File: src/rtl/cdbr_pkg.sv
package cdbr_pkg;

    localparam int ADDR_W    = 14;
    localparam int DATA_W    = 16;
    localparam int RES_W     = 15;
    localparam int DIV_W     = 6;
    localparam int DIV_CNT_W = $clog2(ADDR_W);
    localparam int CFG_IDX_W = 3;
    localparam int CFG_DAT_W = 6;

    typedef logic [1:0] op_t;
    localparam op_t OP_LOAD_ACT  = 2'd0;
    localparam op_t OP_LOAD_WGT  = 2'd1;
    localparam op_t OP_LOAD_BIAS = 2'd2;
    localparam op_t OP_COMPUTE   = 2'd3;

    typedef logic [CFG_IDX_W-1:0] cfg_idx_t;
    localparam cfg_idx_t REG_IN_HEIGHT   = 3'd0;
    localparam cfg_idx_t REG_IN_WIDTH    = 3'd1;
    localparam cfg_idx_t REG_CHANNELS    = 3'd2;
    localparam cfg_idx_t REG_KERNEL_ROWS = 3'd3;
    localparam cfg_idx_t REG_KERNEL_COLS = 3'd4;
    localparam cfg_idx_t REG_FILTERS     = 3'd5;
    localparam cfg_idx_t REG_BIAS_ENABLE = 3'd6;

    localparam logic [RES_W-1:0] RES_MAX = {RES_W{1'b1}};

    typedef struct packed {
        logic clear;
        logic tap;
        logic bias_add;
    } mac_ctrl_t;

endpackage

File: src/rtl/cdbr_div.sv
module cdbr_div (
    input  logic                          clk,
    input  logic                          rst_n,
    input  logic                          start,
    input  logic [cdbr_pkg::ADDR_W-1:0]   dividend,
    input  logic [cdbr_pkg::DIV_W-1:0]    divisor,
    output logic                          done,
    output logic [cdbr_pkg::ADDR_W-1:0]   quot,
    output logic [cdbr_pkg::DIV_W-1:0]    rem
);
    import cdbr_pkg::*;

    logic                 busy_reg, busy_next;
    logic                 done_reg, done_next;
    logic [DIV_CNT_W-1:0] cnt_reg, cnt_next;
    logic [DIV_W-1:0]     rem_reg, rem_next;
    logic [ADDR_W-1:0]    quo_reg, quo_next;
    logic [DIV_W-1:0]     dvs_reg, dvs_next;
    logic [DIV_W:0]       trial;

    always_comb
    begin
        busy_next = busy_reg;
        done_next = 1'b0;
        cnt_next  = cnt_reg;
        rem_next  = rem_reg;
        quo_next  = quo_reg;
        dvs_next  = dvs_reg;
        trial     = {rem_reg, quo_reg[ADDR_W-1]};
        if (start)
        begin
            busy_next = 1'b1;
            cnt_next  = '0;
            rem_next  = '0;
            quo_next  = dividend;
            dvs_next  = divisor;
        end
        else if (busy_reg)
        begin
            // one restoring step per cycle, quotient bits shift in from the right
            if (trial >= {1'b0, dvs_reg})
            begin
                rem_next = DIV_W'(trial - {1'b0, dvs_reg});
                quo_next = {quo_reg[ADDR_W-2:0], 1'b1};
            end
            else
            begin
                rem_next = trial[DIV_W-1:0];
                quo_next = {quo_reg[ADDR_W-2:0], 1'b0};
            end
            cnt_next = cnt_reg + 1'b1;
            if (cnt_reg == DIV_CNT_W'(ADDR_W - 1))
            begin
                busy_next = 1'b0;
                done_next = 1'b1;
            end
        end
    end

    always_ff @(posedge clk or negedge rst_n)
    begin
        if (!rst_n)
        begin
            busy_reg <= 1'b0;
            done_reg <= 1'b0;
            cnt_reg  <= '0;
        end
        else
        begin
            busy_reg <= busy_next;
            done_reg <= done_next;
            cnt_reg  <= cnt_next;
        end
    end

    always_ff @(posedge clk)
    begin
        rem_reg <= rem_next;
        quo_reg <= quo_next;
        dvs_reg <= dvs_next;
    end

    assign done = done_reg;
    assign quot = quo_reg;
    assign rem  = rem_reg;

endmodule

File: config.mk
export PLATFORM = sky130hd
export DESIGN_NAME = cdbr_div
export DESIGN_NICKNAME = d
export VERILOG_FILES = /design/src/rtl/cdbr_pkg.sv /design/src/rtl/cdbr_div.sv
export SDC_FILE = /design/constraint.sdc
export NUM_CORES = 1
export LEC_CHECK = 0
export BUFFER_PORTS_ARGS = -buffer_cell sky130_fd_sc_hd__buf_4
export CORE_ASPECT_RATIO = 1.75
export CORE_MARGIN = 4
export CORE_UTILIZATION = 25
export DETAILED_ROUTE_END_ITERATION = 10
export PLACE_DENSITY = 0.49
export RECOVER_POWER = 50
export SYNTH_ARGS = -nofsm -noshare
export SYNTH_HDL_FRONTEND = slang
export SYNTH_SLANG_ARGS = --single-unit
File: constraint.sdc
create_clock -name clk -period 3.5 [get_ports clk]
set_input_delay 0 -clock clk [delete_from_list [all_inputs] [get_ports clk]]
set_output_delay 0 -clock clk [all_outputs]
set_load 0.03 [all_outputs]
Word-level counts from Yosys, hierarchy flattened
Index checks and enable logic that the tools add are counted.
{ "word_totals": {"ff_bits": 32, "wordCells": 23} }
{ "op_classes": {"n_addsub": 2, "magnitude_cmp": 1, "n_eq_ne": 1, "muxes": 12, "reduce_logical": 1} }
{ "ops": {"columns": ["operator", "count"], "rows": [
  ["$mux 14", 2],
  ["$mux 4", 2],
  ["$ge 7x6->1", 1],
  ["$mux 1", 7],
  ["$mux 6", 1],
  ["$sub 6x6->6", 1],
  ["$add 4x1->4 const B", 1],
  ["$eq 4x4->1 const B", 1],
  ["$reduce_bool 2->1", 1]
]} }

Logic depth before layout (Yosys ltp)
Gate-level depths: netlist of run 1.
{ "logic_depth": {"word_depth": 4, "ltp_mapped": 8, "depth_no_buf": 8} }

Least setup slack after synthesis of run 1
No wires, ideal clock.
{ "synth_path": {"path_type": "reg2reg", "startpoint": "register rem_reg[3] (netlist: rem[3])", "endpoint": "register rem_reg[1] (netlist: rem[1])", "setup_ps": 120, "arrival_time_ps": 2016, "setup_slack_ps": 1364, "stages_incl_launch_ff": 7, "n_path_buf": 0, "cell_sequence": "dfxtp_1 -> ha_1 -> a21o_1 -> a211o_1 -> a41oi_4 -> nor4b_1 -> a211o_2"} }
{ "synth_between": {"elab_chain_len": 2} }
{ "synth_rtl": {"columns": ["item", "line", "source"], "rows": [
  ["from (decl)", "cdbr_div.sv:16", "logic [DIV_W-1:0] rem_reg, rem_next;"],
  ["from (signal assigned)", "cdbr_div.sv:78", "rem_reg <= rem_next;"],
  ["$ge 7x6->1", "cdbr_div.sv:41", "if (trial >= {1'b0, dvs_reg})"],
  ["$mux 6", "cdbr_div.sv:41", null]
]} }
Every way passes these cells.
A chain may end at the register's enable or synchronous reset.

Worst setup path in the final report of run 1
Same ends and word-level chain as after synthesis.

==> results.tsv, run 1 <==
metric	value	unit
Critical Path RT	3.68	ns
sum of negative setup slack	0	ns
gpl congestion	0.6956	
CTS HTree Levels	2	
number of antenna-violating nets in the routed design	0	
Initial Util	25.88	%
clock tree from TritonCTS	yes	
Ports	44	
number of buffers added on ports	43	
critical path launch point type	flip-flop	
Overall Power	1287	uW
share of flip-flops with an asynchronous set or reset	18.75	%
flip-flop cell with the highest count after synthesis	edfxtp_1	
share of cells above drive strength 1	23.66	%
max-slew violation count	36	
synthesized flop and latch total	32	
insertion delay of the later-clocked pin in the worst-skew pair	0.28	ns
CP max FO	10	
total number of placement rows	38	
run status	finished with violations	
maximum vdd drop	0.0002648	V
maximum clock frequency	463.9	MHz
Worst-path clk slew	0.07	ns
worst hold slack	0.01996	ns
crit path kind	flip-flop to flip-flop	
# Max-Cap Violations	1	
worst slew margin relative to its limit	-15.61	%
count of clock tree sinks	32	
static leakage	0.0008861	uW
via/cell ratio	4.511	
total congestion overflow after global routing	0	
commonest cells in the netlist	edfxtp_1 (20), nor2_1 (16), mux2_2 (13), ha_1 (9), inv_1 (9)	
vias	1200	
synthesis warning total	0	
antenna violations before repair	0	
via count of the first global-routing pass	1240	
number of search-and-repair iterations in the first detailed-routing pass	4	
net count reported at finish	218	
portion of the clock cycle consumed by the worst path in the final layout	61.59	%
cell type with the highest aggregate area in the netlist	edfxtp_1	
pin count of the biggest net entering global routing	36	
start point of the worst hold path	dividend[7]	
die width	68.93	um
worst clock skew on the final layout	0.005028	ns
Min-Delay Path Class	primary input to flip-flop	
Worst setup startpoint	rem[3]$_SDFFE_PP0P_	
HPWL after detailed placement	2712	um
failing checks	capacitance limit, slew limit	
post-synthesis cell count	133	
global-route wire length before repair	5947	um
mean routed wirelength per cell	13.81	um
number of failing hold endpoints at the final stage	0	
Synth Net Count	166	
deepest clock path buffer count	2	
Mapped Area	1624	sq um
total detailed-routing wirelength	3673	um
share of synthesized area occupied by flip-flops and latches	53.62	%
core outline area	6276	sq um
final routed DRC violation total	0	
Die Outline Area	7900	sq um
TritonCTS Buffers	5	
power density relative to cell area	610.1	nW/um^2
count of final setup violators	0	
data arrival at the endpoint of the critical path	2.33	ns
clk root buf	clkbuf_8	
flip-flop count of the largest register after layout	14	
total setup buffers inserted after CTS	0	
average cell area after synthesis	12.21	sq um
number of enable flip-flop cells after synthesis	20	
relative area change from synthesis to final layout	29.89	%
nature of the critical path endpoint	flip-flop	
drt first-iter violations	40	
ranking of synthesized cells by area	edfxtp_1 (37%), dfrtp_1 (9.2%), mux2_2 (9.0%), dfxtp_1 (7.4%), ha_1 (6.9%)	
Yosys top cell area share	36.98	%
aggregate global-route resource usage	10.21	%
worst-case register-to-register setup slack	1.34	ns
die height	114.6	um
time the final worst path needs with I/O delays and setup	2.156	ns
actual transition at the worst max-transition pin	1.734	ns
Diodes inserted	0	
Unique masters post-synth	33	
RSZ-0062 raised after global routing	no	
RR Startpoint	rem[3]$_SDFFE_PP0P_	
most common cell in the netlist	edfxtp_1	
-- cell families after synthesis --
family | Yosys count | synth area share [%]
simple gates | 34 | 10.09
compound gates | 19 | 9.553
xor+xnor | 6 | 3.236
buf+inv | 14 | 3.235
fa+ha+maj | 10 | 8.167
flops | 32 | 53.62
mux | 18 | 12.10
-- placed cells by master, fill, tap and decap left out, types with 6 or more instances in the layout --
cell type      instances
dlygate4sd3_1          7
mux2_2                13
clkbuf_1              23
dfxtp_1                6
clkbuf_8               6
buf_4                 16
edfxtp_1              20
nor2_1                16
dfrtp_1                6
ha_1                   9
clkbuf_4               6
inv_1                  9
-- power breakdown --
part | total (uW) | internal, uW | leakage [uW] | switching [uW]
combinational | 479 | 193 | 0.000507 | 286
sequential | 510 | 463 | 0.000334 | 47.5
clock | 298 | 160 | 0.0000455 | 137
total | 1290 | 816 | 0.000886 | 470
-- metrics by stage --
stage          std cells  worst slack (ns)  instance area, sq um  util (%)
2_1_floorplan        133             1.364                  1624         -
3_3_place_gp         251             1.439                  2028     32.32
3_5_place_dp         251             1.374                  2028     32.32
4_1_cts              266             1.375                  2188     34.87
5_1_grt              266             1.224                  2110     33.61
6_report             266             1.344                  2110     33.61
-- layer usage --
layer / GRT usage, % / share of wire [%] / up-vias
met5: 0 / 0 / -
met4: 3.516 / 1.6 / 0
met3: 4.617 / 9.5 / 6
met2: 17.22 / 51 / 46
met1: 10.97 / 37 / 570
li1: - / - / 578
-- path summary, 6_finish.rpt --
check | end | cells past startpoint
setup / recovery | rem[1]$_SDFFE_PP0P_ | 6
hold / removal | quot[7]$_DFFE_PP_ | 2
setup reg to reg | rem[1]$_SDFFE_PP0P_ | 6
hold reg to reg | rem[5]$_SDFFE_PP0P_ | 2
max in group asynchronous | cnt_reg[1]$_DFFE_PN0P_ | 2
min in group asynchronous | cnt_reg[2]$_DFFE_PN0P_ | 2
-- cell type report --
| type | count | area (sq um) |
|---|---|---|
| multi-input cells | 87 | 700.7 |
| repair buffers | 50 | 314.1 |
| fillers | 691 | 4167 |
| clock buffers | 8 | 90.09 |
| flip-flops and latches | 32 | 870.8 |
| well taps | 80 | 100.1 |
| inverters | 9 | 33.78 |
-- critical path, cell delays in order (launching register included) --
cell and delay (ns):
dfxtp_1 0.34, ha_1 0.39, a21o_1 0.19, a211o_1 0.32
a41oi_4 0.39, nor4b_1 0.10, a211o_2 0.32
-- what timing repair did --
action | in CTS | in global routing
hold buffers | 7 | 0
setup endpoints to repair | 0 | 0
endpoints found under the hold margin | 12 | 0
gates resized for setup | 0 | 0
(Power assumes the default switching activity.)
==> run 2: changes to the inputs <==
--- a/config.mk
+++ b/config.mk
@@ -5,12 +5,13 @@
 export SDC_FILE = /design/constraint.sdc
 export NUM_CORES = 1
 export LEC_CHECK = 0
+export ABC_AREA = 1
 export BUFFER_PORTS_ARGS = -buffer_cell sky130_fd_sc_hd__buf_4
 export CORE_ASPECT_RATIO = 1.75
 export CORE_MARGIN = 4
 export CORE_UTILIZATION = 25
 export DETAILED_ROUTE_END_ITERATION = 10
-export PLACE_DENSITY = 0.49
+export PLACE_DENSITY = 0.5
 export RECOVER_POWER = 50
 export SYNTH_ARGS = -nofsm -noshare
 export SYNTH_HDL_FRONTEND = slang
==> constraint.sdc (replaced) <==
create_clock -name clk -period 1.89 [get_ports clk]
set_input_delay 0 -clock clk [delete_from_list [all_inputs] [get_ports clk]]
set_output_delay 0 -clock clk [all_outputs]
set_load 0.03 [all_outputs]
==> run 2 against run 1 <==
The run now ends clean. Fmax rose by 27%. Sequential cell count did not move. Wire length rose by 11%. Largest power group is now combinational cells.
==> results.tsv, run 2 <==
metric	value	unit
series of cell instances along the critical path	ha_1, nand2_1, nand2_1, nand2_1, nand2_1, a21oi_2, a31oi_1	
Max stage delay on crit path	0.36	ns
synthesis warning total	0	
core outline area	6539	sq um
synthesized flop and latch total	32	
die width	70.02	um
aggregate global-route resource usage	10.64	%
antenna violations before repair	0	
leading cell type in the layout, fill and taps excluded	nand2_1	
clk root buf	clkbuf_16	
count of clock tree sinks	32	
insertion delay of the later-clocked pin in the worst-skew pair	0.28	ns
number of enable flip-flop cells after synthesis	20	
largest delay contributor family on the critical path	compound AO/OA/AOI/OAI gates	
Routed met2 length	2264	um
Min-Delay Path Class	primary input to flip-flop	
deepest clock path buffer count	2	
placed cell area	2117	sq um
Critical Path RT	1.89	ns
most common cell in the netlist	nand2_1	
dominant cell type by count on the critical path	nand2_1	
highest routed metal layer	met4	
crit path kind	flip-flop to flip-flop	
Diodes inserted	0	
portion of the clock cycle consumed by the worst path in the final layout	89.68	%
Worst-path clk slew	0.06	ns
actual transition at the worst max-transition pin	0.7816	ns
worst reg2reg path endpoint	quot[0]$_DFFE_PP_	
Initial Util	25.74	%
nature of the critical path endpoint	flip-flop	
HPWL after detailed placement	3181	um
number of buffers added on ports	43	
commonest cells in the netlist	nand2_1 (78), inv_1 (25), edfxtp_1 (20), nand3_1 (13), ha_1 (9)	
maximum vdd drop	0.0006708	V
total congestion overflow after global routing	0	
sum of negative setup slack	0	ns
Worst Hold Depth	3	
count of final setup violators	0	
Mapped Area	1683	sq um
RR Startpoint	rem[3]$_SDFFE_PP0P_	
ranking of synthesized cells by area	edfxtp_1 (36%), nand2_1 (17%), dfrtp_1 (8.9%), dfxtp_1 (7.1%), ha_1 (6.7%)	
clock tree from TritonCTS	yes	
Die Outline Area	8160	sq um
Unique masters post-synth	25	
flip-flop count of the largest register after layout	14	
critical path launch point type	flip-flop	
start point of the worst hold path	dividend[6]	
worst clock skew on the final layout	0.01082	ns
met3 wire length	209	um
Hold Path Sink	quot[6]$_DFFE_PP_	
worst-path cell with the longest stage delay	ha_1	
share of cells above drive strength 1	12.79	%
RSZ-0062 raised after global routing	no	
data arrival at the endpoint of the critical path	1.70	ns
via/cell ratio	4.294	
time the final worst path needs with I/O delays and setup	1.695	ns
via count of the first global-routing pass	1453	
power density relative to cell area	1165	nW/um^2
run status	finished clean	
final routed DRC violation total	0	
share of synthesized area occupied by flip-flops and latches	51.75	%
Ports	44	
number of search-and-repair iterations in the first detailed-routing pass	4	
worst-case register-to-register setup slack	0.19	ns
cells on worst reg2reg path	7	
flip-flop cell with the highest count after synthesis	edfxtp_1	
number of failing hold endpoints at the final stage	0	
mean routed wirelength per cell	12.01	um
global-route wire length before repair	6775	um
TritonCTS Buffers	5	
total routed wire length on the met1 layer	1521	um
static leakage	0.001091	uW
total detailed-routing wirelength	4084	um
Yosys top cell area share	35.69	%
sum of buffers and inverters on the critical path	0	
max-slew violation count	0	
pin count of the biggest net entering global routing	19	
number of antenna-violating nets in the routed design	0	
# Max-Cap Violations	0	
CP max FO	7	
final-layout fill cell count	731	
vias	1460	
share of flip-flops with an asynchronous set or reset	18.75	%
CTS-repair resized insts	0	
cell type with the highest aggregate area in the netlist	edfxtp_1	
CTS HTree Levels	2	
total number of placement rows	39	
post-synthesis cell count	193	
Synth Net Count	226	
die height	116.5	um
gpl congestion	0.7510	
post-layout instance area	2303	sq um
leading cell types in the layout, fill and taps excluded	nand2_1 (78), clkbuf_1 (27), inv_1 (25)	
drt first-iter violations	22	
net count reported at finish	290	
maximum clock frequency	590.0	MHz
relative area change from synthesis to final layout	36.88	%
worst slew margin relative to its limit	47.89	%
core utilization of the finished layout	35.23	%
average cell area after synthesis	8.720	sq um
## run 2: through the flow
| step | power [uW] | hold WS, ns | cells | setup slack (ns) |
|---|---|---|---|---|
| floorplan | 1663 | -0.2956 | 193 | 0.07052 |
| global placement | 1993 | -0.1880 | 318 | 0.2308 |
| detailed placement | 1999 | -0.1897 | 318 | 0.1866 |
| CTS | 2801 | 0.0009589 | 340 | 0.1718 |
| global route | 2870 | 0.01603 | 340 | 0.007170 |
| finish | 2682 | 0.005096 | 340 | 0.1950 |
## run 2: kinds of logic after synthesis
| logic type | count (synthesis) | share of synthesized area [%] |
|---|---|---|
| adder cells (fa/ha/maj) | 10 | 7.881 |
| buffers and inverters | 29 | 6.617 |
| AO/OA/AOI/OAI | 9 | 3.048 |
| XOR/XNOR | 2 | 1.041 |
| flip-flops | 32 | 51.75 |
| AND/OR/NAND/NOR | 111 | 29.67 |
## run 2: layout make-up
class                      instances  area [sq um]  share of cell area [%]
multi-input combinational        132         700.7                   30.42
sequential                        32         870.8                   37.81
tap                               82         102.6                   4.454
inverter                          26         97.59                   4.237
timing repair buffer              60         395.4                   17.16
clock buffer                       8         136.4                   5.921
## run 2: worst min-delay path: stages
cell,delay [ns]
buf_4,0.08
nand2_1,0.04
nand2_1,0.06
## run 2: metal layers
| layer | up-vias | global-route usage, % |
|---|---|---|
| met5 | - | 0 |
| met1 | 665 | 11.18 |
| li1 | 749 | - |
| met2 | 38 | 19.71 |
| met4 | 0 | 5.371 |
| met3 | 8 | 2.412 |
## run 2: how the worst max path moves through the flow
stage | startpoint | to | depth (start not counted)
after floorplan | quot[13]$_DFFE_PP_ | rem[4]$_SDFFE_PP0P_ | 10
after global placement | quot[13]$_DFFE_PP_ | rem[4]$_SDFFE_PP0P_ | 10
after detailed placement | rem[3]$_SDFFE_PP0P_ | quot[0]$_DFFE_PP_ | 7
after CTS | rem[3]$_SDFFE_PP0P_ | quot[0]$_DFFE_PP_ | 7
after global routing | rem[3]$_SDFFE_PP0P_ | rem[3]$_SDFFE_PP0P_ | 9
final | rem[3]$_SDFFE_PP0P_ | quot[0]$_DFFE_PP_ | 7
## run 2: repair_timing
action | CTS | global route
endpoints found under the hold margin | 21 | 0
hold buffers | 14 | 0
buffers inserted | 0 | 0
## run 2: power by group
part | switching, uW | leakage, uW | internal (uW)
Clock | 273 | 0.0000652 | 489
Combinational | 637 | 0.000688 | 345
Sequential | 81.7 | 0.000338 | 857
