<file path="config.mk">
export PLATFORM = sky130hd
export DESIGN_NAME = cdbr_mac
export DESIGN_NICKNAME = d
export VERILOG_FILES = /design/src/rtl/cdbr_pkg.sv /design/src/rtl/cdbr_mac.sv
export SDC_FILE = /design/constraint.sdc
export NUM_CORES = 1
export LEC_CHECK = 0
export BUFFER_PORTS_ARGS = -buffer_cell sky130_fd_sc_hd__clkbuf_2
export CAP_MARGIN = 20
export CORE_ASPECT_RATIO = 0.8
export CORE_MARGIN = 2
export CORE_UTILIZATION = 40
export CTS_BUF_LIST = sky130_fd_sc_hd__clkbuf_8
export DETAILED_ROUTE_END_ITERATION = 6
export PLACE_DENSITY = 0.65
export SYNTH_ARGS = -nofsm -noshare
export SYNTH_HDL_FRONTEND = slang
export SYNTH_SLANG_ARGS = --single-unit
</file>
<file path="constraint.sdc">
create_clock -name clk -period 3.2 [get_ports clk]
set_clock_uncertainty 0.15 [all_clocks]
set_input_delay 0.64 -clock clk [delete_from_list [all_inputs] [get_ports clk]]
set_output_delay 0.64 -clock clk [all_outputs]
set_load 0.02 [all_outputs]
</file>
<file path="src/rtl/cdbr_pkg.sv">
package cdbr_pkg;

    localparam int ADDR_W    = 14;
    localparam int DATA_W    = 16;
    localparam int RES_W     = 15;
    localparam int DIV_W     = 6;
    localparam int DIV_CNT_W = $clog2(ADDR_W);
    localparam int CFG_IDX_W = 3;
    localparam int CFG_DAT_W = 6;

    typedef logic [1:0] op_t;
    localparam op_t OP_LOAD_ACT  = 2'd0;
    localparam op_t OP_LOAD_WGT  = 2'd1;
    localparam op_t OP_LOAD_BIAS = 2'd2;
    localparam op_t OP_COMPUTE   = 2'd3;

    typedef logic [CFG_IDX_W-1:0] cfg_idx_t;
    localparam cfg_idx_t REG_IN_HEIGHT   = 3'd0;
    localparam cfg_idx_t REG_IN_WIDTH    = 3'd1;
    localparam cfg_idx_t REG_CHANNELS    = 3'd2;
    localparam cfg_idx_t REG_KERNEL_ROWS = 3'd3;
    localparam cfg_idx_t REG_KERNEL_COLS = 3'd4;
    localparam cfg_idx_t REG_FILTERS     = 3'd5;
    localparam cfg_idx_t REG_BIAS_ENABLE = 3'd6;

    localparam logic [RES_W-1:0] RES_MAX = {RES_W{1'b1}};

    typedef struct packed {
        logic clear;
        logic tap;
        logic bias_add;
    } mac_ctrl_t;

endpackage

</file>
<file path="src/rtl/cdbr_mac.sv">
module cdbr_mac #(
    parameter int ACC_W = 48
) (
    input  logic                                clk,
    input  logic                                rst_n,
    input  cdbr_pkg::mac_ctrl_t                 ctrl,
    input  logic signed [cdbr_pkg::DATA_W-1:0]  act_q,
    input  logic signed [cdbr_pkg::DATA_W-1:0]  wgt_q,
    input  logic signed [cdbr_pkg::DATA_W-1:0]  bias_q,
    output logic                                busy,
    output logic [cdbr_pkg::RES_W-1:0]          result
);
    import cdbr_pkg::*;

    localparam int PROD_W = 2 * DATA_W;

    logic                     mem_v_reg, prod_v_reg;
    logic signed [PROD_W-1:0] prod_reg;
    logic signed [ACC_W-1:0]  acc_reg, acc_next;

    always_comb
    begin
        acc_next = acc_reg;
        if (ctrl.clear)
            acc_next = '0;
        else if (prod_v_reg)
            acc_next = acc_reg + {{(ACC_W-PROD_W){prod_reg[PROD_W-1]}}, prod_reg};
        else if (ctrl.bias_add)
            acc_next = acc_reg + {{(ACC_W-DATA_W-8){bias_q[DATA_W-1]}}, bias_q, 8'd0};
    end

    always_ff @(posedge clk or negedge rst_n)
    begin
        if (!rst_n)
        begin
            mem_v_reg  <= 1'b0;
            prod_v_reg <= 1'b0;
        end
        else
        begin
            mem_v_reg  <= ctrl.tap;
            prod_v_reg <= mem_v_reg;
        end
    end

    always_ff @(posedge clk)
    begin
        if (mem_v_reg)
            prod_reg <= act_q * wgt_q;
        acc_reg <= acc_next;
    end

    // ReLU, drop 8 fraction bits, saturate
    always_comb
    begin
        if (acc_reg[ACC_W-1])
            result = '0;
        else if (|acc_reg[ACC_W-2:RES_W+8])
            result = RES_MAX;
        else
            result = acc_reg[RES_W+7:8];
    end

    assign busy = mem_v_reg | prod_v_reg;

endmodule

</file>
# [Word-level counts from Yosys, hierarchy flattened]
# Index checks and enable logic that the tools add are counted.
[op_classes] n_mux=4 n_bitwise=1 add_sub_neg=2 mul=1 n_reduce_logical=2
[ops] operator="48-bit adder" count=2
[ops] operator="48-bit 2-to-1 mux" count=2
[ops] operator="16-bit by 16-bit multiplier with 32-bit output" count=1
[ops] operator="15-bit 2-to-1 mux" count=2
[ops] operator="24-bit OR reduction" count=1
[ops] operator="2-bit nonzero test" count=1
[ops] operator="1-bit bitwise OR" count=1
[totals] ff_bits=82 input_bits=53 wordCells=14

# [Longest topological paths before layout]
# Gate-level depths: netlist (run 1).
[depth] depth_word=3 mapped_depth=25

# [Least setup slack after synthesis (run 1)]
# No wires, ideal clock.
[synth_path] path_type="input to register" startpoint="input port act_q[15] (netlist bit)" endpoint="register prod_reg[31] (data pin)" setup_time_ns=0.260 n_path_buf=1 path_slack_ns=-3.630 path_stages=22 t_arrival_ns=6.420 t_required_ns=2.790 cell_sequence="clkbuf_1 nand2_1 inv_1 fa_1 fa_1 fa_1 fa_1 fa_1 inv_1 fa_1 inv_1 ha_1 nand2_1 nand2b_1 a21oi_1 nand2_1 a311o_1 a2111oi_0 nor3_1 a211o_1 a21oi_1 xnor2_1"
[synth_via] elab_chain_cells=1
[synth_rtl] element="start, declared" line="cdbr_mac.sv:7" text="input logic signed [cdbr_pkg::DATA_W-1:0] act_q,"
[synth_rtl] element="16-bit by 16-bit multiplier with 32-bit output" line="cdbr_mac.sv:49" text="prod_reg <= act_q * wgt_q;"
[synth_rtl] element="end signal, assigned" line="cdbr_mac.sv:49"
[synth_rtl] element="end, declared" line="cdbr_mac.sv:18" text="logic signed [PROD_W-1:0] prod_reg;"
# Every way passes these cells.
# A chain may end at the register's enable or synchronous reset.

# [Worst setup path in the final report (run 1)]
[layout_path] startpoint="input port act_q[10] (netlist bit)" endpoint="register prod_reg[31] (data pin)"
# Same word-level chain as after synthesis.

==> out/metrics.cfg, run 1 <==
[global_route]
grt_pass1_vias=16500
grt_max_degree=71
grtUsageTotal=0.223
grt_first_pass_wirelength_um=83100
grt_antenna_before_repair=0
grt_remaining_overflow=0

[logic_synthesis]
synthFlopType=dfxtp_1
syn_nets=2529
postSynthCellCount=2044
avgSynthCellArea_sq_um=8.70
synth.top_cell.area_share=0.297
ys_seq_area_frac=0.111
synth_cell_types=82
ys_async_sr_fraction=0.0244
ys_top_cells_by_area=fa_1 (30%), ha_1 (12%), inv_1 (6.9%)
yosysTopAreaCell=fa_1
synth.yosys.warnings=0
synth_edf_count=32
syn-cell-area_sq_um=17800
synth-seq-cells=82

[hold_path]
holdPathStages=1
hold_path.class=in2reg
hold_end=mem_v_reg$_DFF_PN0_
hold_start=ctrl[1]

[worst_setup_path]
crit_type=in2reg
rrSetupSlack_ns=-0.22
worst_ep_required_time_ns=3.18
critPathMaxFanout=5
rr_worst_depth=13
r2r_start=prod_reg[0]$_DFFE_PP_
endpoint_kind=flip-flop
arrival_ns=6.29
r2r_end=acc_reg[40]$_SDFFE_PP0N_
start_kind=input pin

[timing]
setup_ws_ns=-3.10
max_freq_ghz=0.159
rsz0062_at_grt=yes
max_slew.worst_pin.slew_ns=0.801
min_period_over_period=1.97
slew_headroom=0.466
period_minus_slack_ns=6.30
slew_viol_final=0
finalSetupViolations=38
finalHoldViolCount=0

[clocking]
cts_tree=done
clkTransAtPathRegs_ns=0.08
insertion_delay_ns=0.39
cts.sinks=82
cts_buffers=9
cts_buffer_depth=2
h-tree-depth=3
cts_root_buf=clkbuf_8

[floorplanning]
rows=69
io_pins=69
die-area_sq_um=46200
fp.dieH_um=193
design.core.area_sq_um=44100
die_x_um=240
start_util=0.403

[route]
drtIter0Drc=1025
firstDrtPassIters=5
wl_per_cell_um=16.4
antenna_left=0
via_count=16000
wirelength_um=50700
drc=0
viasPerCell=5.18

[layout]
antenna_cells=0
drive_gt1_frac=0.297
final_nets=2962
largest_reg_flops=48
syn_to_final_growth_pct=33.0
fin_util=0.536
final_area_sq_um=23700

[placement]
place_area_sq_um=21800
hpwlAfterDp_um=42200
portBuffers=68
gp_congestion=0.911

[outcome]
violations=negative setup slack
status=finished, violations left

[job]
drv_cap=0

## how the worst max path moves through the flow
stage	from	endpoint	slack (ns)
final	act_q[10]	prod_reg[31]$_DFFE_PP_	-3.10
after global routing	wgt_q[7]	prod_reg[31]$_DFFE_PP_	-3.28
after CTS	wgt_q[4]	prod_reg[31]$_DFFE_PP_	-3.10
after detailed placement	act_q[10]	prod_reg[31]$_DFFE_PP_	-3.70
after global placement	act_q[10]	prod_reg[31]$_DFFE_PP_	-3.61
after floorplan	wgt_q[4]	prod_reg[31]$_DFFE_PP_	-3.31
## metal layers
layer | up-vias | GRT usage | wire length (um)
li1 | 7669 | - | -
met1 | 7782 | 0.330 | 24800
met2 | 491 | 0.350 | 22300
met3 | 43 | 0.0322 | 3140
met4 | 0 | 0.0387 | 499
met5 | - | 0 | 0
## repair_timing
| item | 4_1_cts | 5_1_grt |
|---|---|---|
| gates resized for setup | 152 | 127 |
| buffers inserted | 28 | 29 |
| hold endpoints to repair | 2 | 0 |
| hold buffers | 1 | 0 |
| pin swaps | 83 | 84 |
| endpoints found under the setup margin | 43 | 58 |
## Yosys cell counts (7+ instances only)
library cell,count
a211oi_1,51
a21o_1,65
a21oi_1,133
a221oi_1,15
a31oi_1,18
and2_1,131
and3_1,14
and4_1,7
buf_1,7
clkbuf_1,62
dfxtp_1,48
edfxtp_1,32
fa_1,264
ha_1,168
inv_1,328
mux2i_1,12
nand2_1,182
nand2b_1,19
nand3_1,25
nand4_1,13
nor2_1,105
nor2b_1,11
nor3_1,20
nor4_1,9
o211ai_1,13
o21a_1,14
o21ai_0,48
o21bai_1,10
or2_2,7
xnor2_1,64
xor2_1,40
## critical path, stage by stage
cell and delay [ns]:
clkbuf_16 0.13, and2_4 0.15, fa_1 0.55, inv_2 0.04, fa_1 0.46, fa_1 0.50, inv_1 0.05, fa_1 0.46
fa_1 0.53, inv_2 0.04, fa_1 0.52, inv_2 0.05, ha_4 0.24, a21o_1 0.16, a21oi_2 0.11, o21bai_1 0.11
a41o_1 0.25, a311o_1 0.33, a2111oi_4 0.32, nor3_2 0.11, a211o_1 0.31, a21oi_2 0.13, xnor2_1 0.09
## placed cells by master (no fill, tap or decap), types with 13 or more instances in the layout
cell,instances
clkbuf_2,40
inv_2,18
and2_4,23
and3_1,13
nand2b_1,18
xnor2_1,55
dfxtp_1,45
buf_4,394
inv_1,311
ha_1,129
buf_6,34
nand4_1,13
fa_1,253
a21oi_2,22
nand3_1,25
clkbuf_8,16
o21ai_0,32
a21o_1,65
o21a_1,14
xor2_1,39
nand2_1,174
nor2_1,101
and2_1,109
nor3_1,15
edfxtp_1,32
ha_4,36
a21oi_1,106
a211oi_1,44
o211ai_1,13
## per-stage QoR
step | TNS (ns) | hold slack (ns) | worst slack (ns) | instances
3_5_place_dp | -81.74 | 0.291 | -3.70 | 3020
5_1_grt | -67.24 | 0.222 | -3.28 | 3085
2_1_floorplan | -60.48 | 0.194 | -3.31 | 2044
3_3_place_gp | -79.47 | 0.291 | -3.61 | 3020
6_report | -61.09 | 0.226 | -3.10 | 3085
4_1_cts | -60.43 | 0.218 | -3.10 | 3065
## cells by family after synthesis
| logic type | Yosys count | synth area share |
|---|---|---|
| muxes | 15 | 0.00886 |
| DFF | 82 | 0.111 |
| buffers and inverters | 407 | 0.0888 |
| and+or+nand+nor | 567 | 0.159 |
| AOI/OAI and AO/OA | 437 | 0.166 |
| adders and majority gates | 432 | 0.415 |
| xor gates and xnor gates | 104 | 0.0512 |
## layout make-up
class                      count  area [sq um]
clock buffer                   9           124
clock inverter                 7          86.3
fill                        3900         20500
inverter                     328          1230
multi-input combinational   1555         15400
sequential                    82          1980
tap                          603           754
timing repair buffer         501          4040
Power of run 1 is left out: the tool's default activity adds up to more than one toggle a clock period on the data nets, which glitch-free logic cannot reach.
==> inputs of run 2 (changes only) <==
--- a/config.mk
+++ b/config.mk
@@ -5,7 +5,7 @@
 export SDC_FILE = /design/constraint.sdc
 export NUM_CORES = 1
 export LEC_CHECK = 0
-export BUFFER_PORTS_ARGS = -buffer_cell sky130_fd_sc_hd__clkbuf_2
+export BUFFER_PORTS_ARGS = -buffer_cell sky130_fd_sc_hd__buf_2
 export CAP_MARGIN = 20
 export CORE_ASPECT_RATIO = 0.8
 export CORE_MARGIN = 2
==> out/metrics.cfg, run 2 (synthesized netlist as in run 1, its figures left out) <==
[floorplanning]
start_util=0.403
design.core.area_sq_um=44100
rows=69
fp.dieH_um=193
io_pins=69
die-area_sq_um=46200
die_x_um=240

[global_route]
grt_antenna_before_repair=0
grt_max_degree=80
grt_pass1_vias=16700
grt_remaining_overflow=0
grt_first_pass_wirelength_um=83800
grtUsageTotal=0.223

[route]
drtIter0Drc=1084
drc=0
wl_per_cell_um=16.4
antenna_left=0
via_count=16100
viasPerCell=5.22
wirelength_um=50400
firstDrtPassIters=5

[worst_setup_path]
worstPathCellList=buf_12 > and2_4 > fa_1 > inv_1 > fa_1 > fa_1 > inv_2 > fa_1 > fa_1 > inv_1 > fa_1 > inv_2 > ha_4 > a21o_1 > a21oi_2 > o21bai_1 > a41o_1 > a311o_1 > a2111oi_4 > nor3_2 > a211o_1 > a21oi_2 > xnor2_1
worst_ep_required_time_ns=3.21
crit_type=in2reg
endpoint_kind=flip-flop
r2r_start=prod_reg[0]$_DFFE_PP_
crit_top_cell=fa_1
start_kind=input pin
critPathMaxStageDelay_ns=0.54
r2r_end=acc_reg[40]$_SDFFE_PP0N_
crit_buf_inv=5
critPathMaxFanout=3
arrival_ns=6.41
rr_worst_depth=13
crit_family=adder cells
rrSetupSlack_ns=-0.24
crit_slowest_cell=fa_1

[layout]
multi_input_area_sq_um=15400
syn_to_final_growth_pct=31.9
num-fill-cells=3972
regArea_sq_um=1980
final_nets=2961
fin_util=0.532
largest_reg_flops=48
antenna_cells=0
layout_commonest_cell=buf_4
drive_gt1_frac=0.290
final_cell_mix=buf_4 (400), inv_1 (313), fa_1 (253), nand2_1 (176), ha_1 (132)

[clocking]
clkTransAtPathRegs_ns=0.10
cts_buffers=9
h-tree-depth=3
insertion_delay_ns=0.39
cts_buffer_depth=2
cts.sinks=82
cts_tree=done
cts_root_buf=clkbuf_8

[hold_path]
hold_end=mem_v_reg$_DFF_PN0_
hold_path.class=in2reg
holdPathStages=1
hold_start=ctrl[1]

[outcome]
violations=negative setup slack
status=finished, violations left

[timing]
min_period_over_period=2.00
max_freq_ghz=0.156
finalHoldViolCount=0
max_slew.worst_pin.slew_ns=1.02
setup_ws_ns=-3.21
rsz0062_at_grt=yes
slew_viol_final=0
finalSetupViolations=38
period_minus_slack_ns=6.41
slew_headroom=0.312

[placement]
hpwlAfterDp_um=42400
gp_congestion=0.911
portBuffers=68

[job]
drv_cap=0

-- run 2: how the worst max path moves through the flow --
stage	cells past startpoint	endpoint	start	slack, ns
floorplan	23	prod_reg[31]$_DFFE_PP_	wgt_q[4]	-3.31
global placement	23	prod_reg[31]$_DFFE_PP_	act_q[10]	-3.62
detailed placement	23	prod_reg[31]$_DFFE_PP_	act_q[10]	-3.76
CTS	23	prod_reg[30]$_DFFE_PP_	act_q[10]	-3.09
global route	23	prod_reg[30]$_DFFE_PP_	wgt_q[6]	-3.36
finish	23	prod_reg[31]$_DFFE_PP_	act_q[10]	-3.21
-- run 2: layout make-up --
class                           instances  share of cell area
Clock buffer                            9             0.00528
Clock inverter                          7             0.00405
Inverter                              328              0.0525
Multi-Input combinational cell       1555               0.655
Sequential cell                        82              0.0842
Tap cell                              603              0.0322
Timing Repair Buffer                  500               0.166
-- run 2: what timing repair did --
action	in CTS	in global routing
setup endpoints to repair	43	61
endpoints found under the hold margin	2	0
gates resized for setup	141	97
pin swaps	93	81
setup buffers	26	17
hold buffers	1	0
-- run 2: per-layer routing --
metal	share of wire	global-route usage	wire, um
met3	0.053	0.0257	2670
met1	0.49	0.327	24700
met4	0.012	0.0380	616
met2	0.44	0.360	22400
met5	0	0	0
-- run 2: through the flow --
stage	setup WS, ns	hold slack (ns)	TNS, ns	instances	area (sq um)
finish	-3.21	0.209	-63.46	3084	23500
detailed placement	-3.76	0.291	-82.26	3031	21900
global placement	-3.62	0.290	-78.33	3031	21900
CTS	-3.09	0.210	-61.03	3069	22900
global route	-3.36	0.206	-68.48	3084	23500
floorplan	-3.31	0.194	-60.48	2044	18300
Power of run 2 is left out for the same reason.
==> inputs of run 3 (changes only) <==
--- a/config.mk
+++ b/config.mk
@@ -9,10 +9,10 @@
 export CAP_MARGIN = 20
 export CORE_ASPECT_RATIO = 0.8
 export CORE_MARGIN = 2
-export CORE_UTILIZATION = 40
+export CORE_UTILIZATION = 30
 export CTS_BUF_LIST = sky130_fd_sc_hd__clkbuf_8
 export DETAILED_ROUTE_END_ITERATION = 6
-export PLACE_DENSITY = 0.65
+export PLACE_DENSITY = 0.53
 export SYNTH_ARGS = -nofsm -noshare
 export SYNTH_HDL_FRONTEND = slang
 export SYNTH_SLANG_ARGS = --single-unit
==> out/metrics.cfg, run 3 (synthesized netlist as in run 1, its figures left out) <==
[timing]
max_slew.worst_pin.slew_ns=0.752
finalHoldViolCount=0
slew_viol_final=0
slew_headroom=0.492
min_period_over_period=1.97
setup_ws_ns=-3.11
max_freq_ghz=0.159
period_minus_slack_ns=6.31
rsz0062_at_grt=yes
finalSetupViolations=38

[layout]
final_cell_mix=buf_4 (410), inv_1 (303), fa_1 (253), nand2_1 (172), ha_1 (120)
instances_no_fill=3276
syn_to_final_growth_pct=35.8
largest_reg_flops=48
layout_commonest_cell=buf_4
drive_gt1_frac=0.318
antenna_cells=0
final_area_sq_um=24100
final_nets=2987

[route]
via_count=16000
antenna_left=0
drtIter0Drc=860
drc=0
firstDrtPassIters=6
wirelength_um=52500
wl_per_cell_um=16.0
viasPerCell=4.88

[floorplanning]
rows=79
io_pins=69
fp.dieH_um=222
die-area_sq_um=61300
design.core.area_sq_um=58400
die_x_um=276
start_util=0.304

[clocking]
clkTransAtPathRegs_ns=0.10
cts_buffer_depth=2
h-tree-depth=3
cts_root_buf=clkbuf_8
cts.sinks=82
insertion_delay_ns=0.40
cts_tree=done
cts_buffers=9

[global_route]
grt_pass1_vias=16600
grt_antenna_before_repair=1
grt_first_pass_wirelength_um=87600
grt_max_degree=54
grtUsageTotal=0.174
grt_remaining_overflow=0

[worst_setup_path]
arrival_ns=6.30
endpoint_kind=flip-flop
worst_ep_required_time_ns=3.20
rr_worst_depth=13
r2r_end=acc_reg[40]$_SDFFE_PP0N_
crit_type=in2reg
critPathMaxFanout=4
r2r_start=prod_reg[0]$_DFFE_PP_
rrSetupSlack_ns=-0.31
start_kind=input pin

[placement]
gp_congestion=0.883
portBuffers=68
dp.cells=3223
place_area_sq_um=22300
dpl_worst_slack_ns=-3.73
hpwlAfterDp_um=44700

[outcome]
violations=negative setup slack
status=finished, violations left

[hold_path]
hold_end=mem_v_reg$_DFF_PN0_
holdPathStages=1
hold_start=ctrl[1]
hold_path.class=in2reg

[job]
drv_cap=0

run 3: changes by cell type in the layout (fill, tap and decap cells not counted), sizes merged:
cell	before	now
bufinv	2	0
clkbuf	11	9
clkinv	1	3
buf	497	525
inv	329	331
clkinvlp	3	1
run 3: worst max path at each step:
stage | slack (ns) | endpoint | start | cells past startpoint
4_1_cts | -3.06 | prod_reg[31]$_DFFE_PP_ | wgt_q[8] | 24
2_1_floorplan | -3.31 | prod_reg[31]$_DFFE_PP_ | wgt_q[4] | 23
3_5_place_dp | -3.73 | prod_reg[31]$_DFFE_PP_ | act_q[15] | 22
6_report | -3.11 | prod_reg[31]$_DFFE_PP_ | act_q[6] | 25
3_3_place_gp | -3.61 | prod_reg[31]$_DFFE_PP_ | act_q[7] | 24
5_1_grt | -3.33 | prod_reg[30]$_DFFE_PP_ | act_q[9] | 23
run 3: repair_timing:
item	CTS	global route
endpoints found under the hold margin	2	0
buffers inserted	19	27
setup endpoints to repair	56	53
pin swaps	103	99
hold buffers	1	0
cloned	0	0
resized for setup	192	147
run 3: per-layer routing:
| layer | GRT usage | up-vias | part of all wire |
|---|---|---|---|
| li1 | - | 7716 | - |
| met1 | 0.268 | 7891 | 0.52 |
| met2 | 0.259 | 353 | 0.41 |
| met3 | 0.0253 | 33 | 0.058 |
| met4 | 0.0264 | 0 | 0.0089 |
| met5 | 0 | - | 0 |
run 3: per-stage QoR:
| stage | utilization | setup TNS, ns | hold WS [ns] |
|---|---|---|---|
| final | 0.413 | -60.52 | 0.207 |
| after global routing | 0.413 | -66.89 | 0.190 |
| after CTS | 0.401 | -59.83 | 0.190 |
| after detailed placement | 0.382 | -82.73 | 0.288 |
| after global placement | 0.382 | -80.94 | 0.288 |
| after floorplan | - | -60.48 | 0.194 |
run 3: worst max-delay path, cell delays in order:
cell and delay, ns:
buf_12 0.11, buf_12 0.12, buf_8 0.12, and2_4 0.13, fa_1 0.48, fa_1 0.56
ha_2 0.17, inv_2 0.03, fa_1 0.47, inv_1 0.05, fa_1 0.47, inv_1 0.05
fa_1 0.50, inv_2 0.05, ha_4 0.23, o21ai_1 0.08, a21oi_1 0.08, o211a_1 0.21
a211o_1 0.35, a311o_1 0.39, a2111oi_4 0.38, nor3_2 0.10, a211o_1 0.31, a21oi_2 0.14
xnor2_1 0.08
run 3: cell type report:
type | instances | area [sq um]
clock buffer | 9 | 124
clock inverter | 7 | 50.0
fill | 5803 | 34300
inverter | 328 | 1230
multi-input combinational | 1555 | 15600
sequential | 82 | 2010
tap | 769 | 962
timing repair buffer | 526 | 4210
Power of run 3 is left out for the same reason.
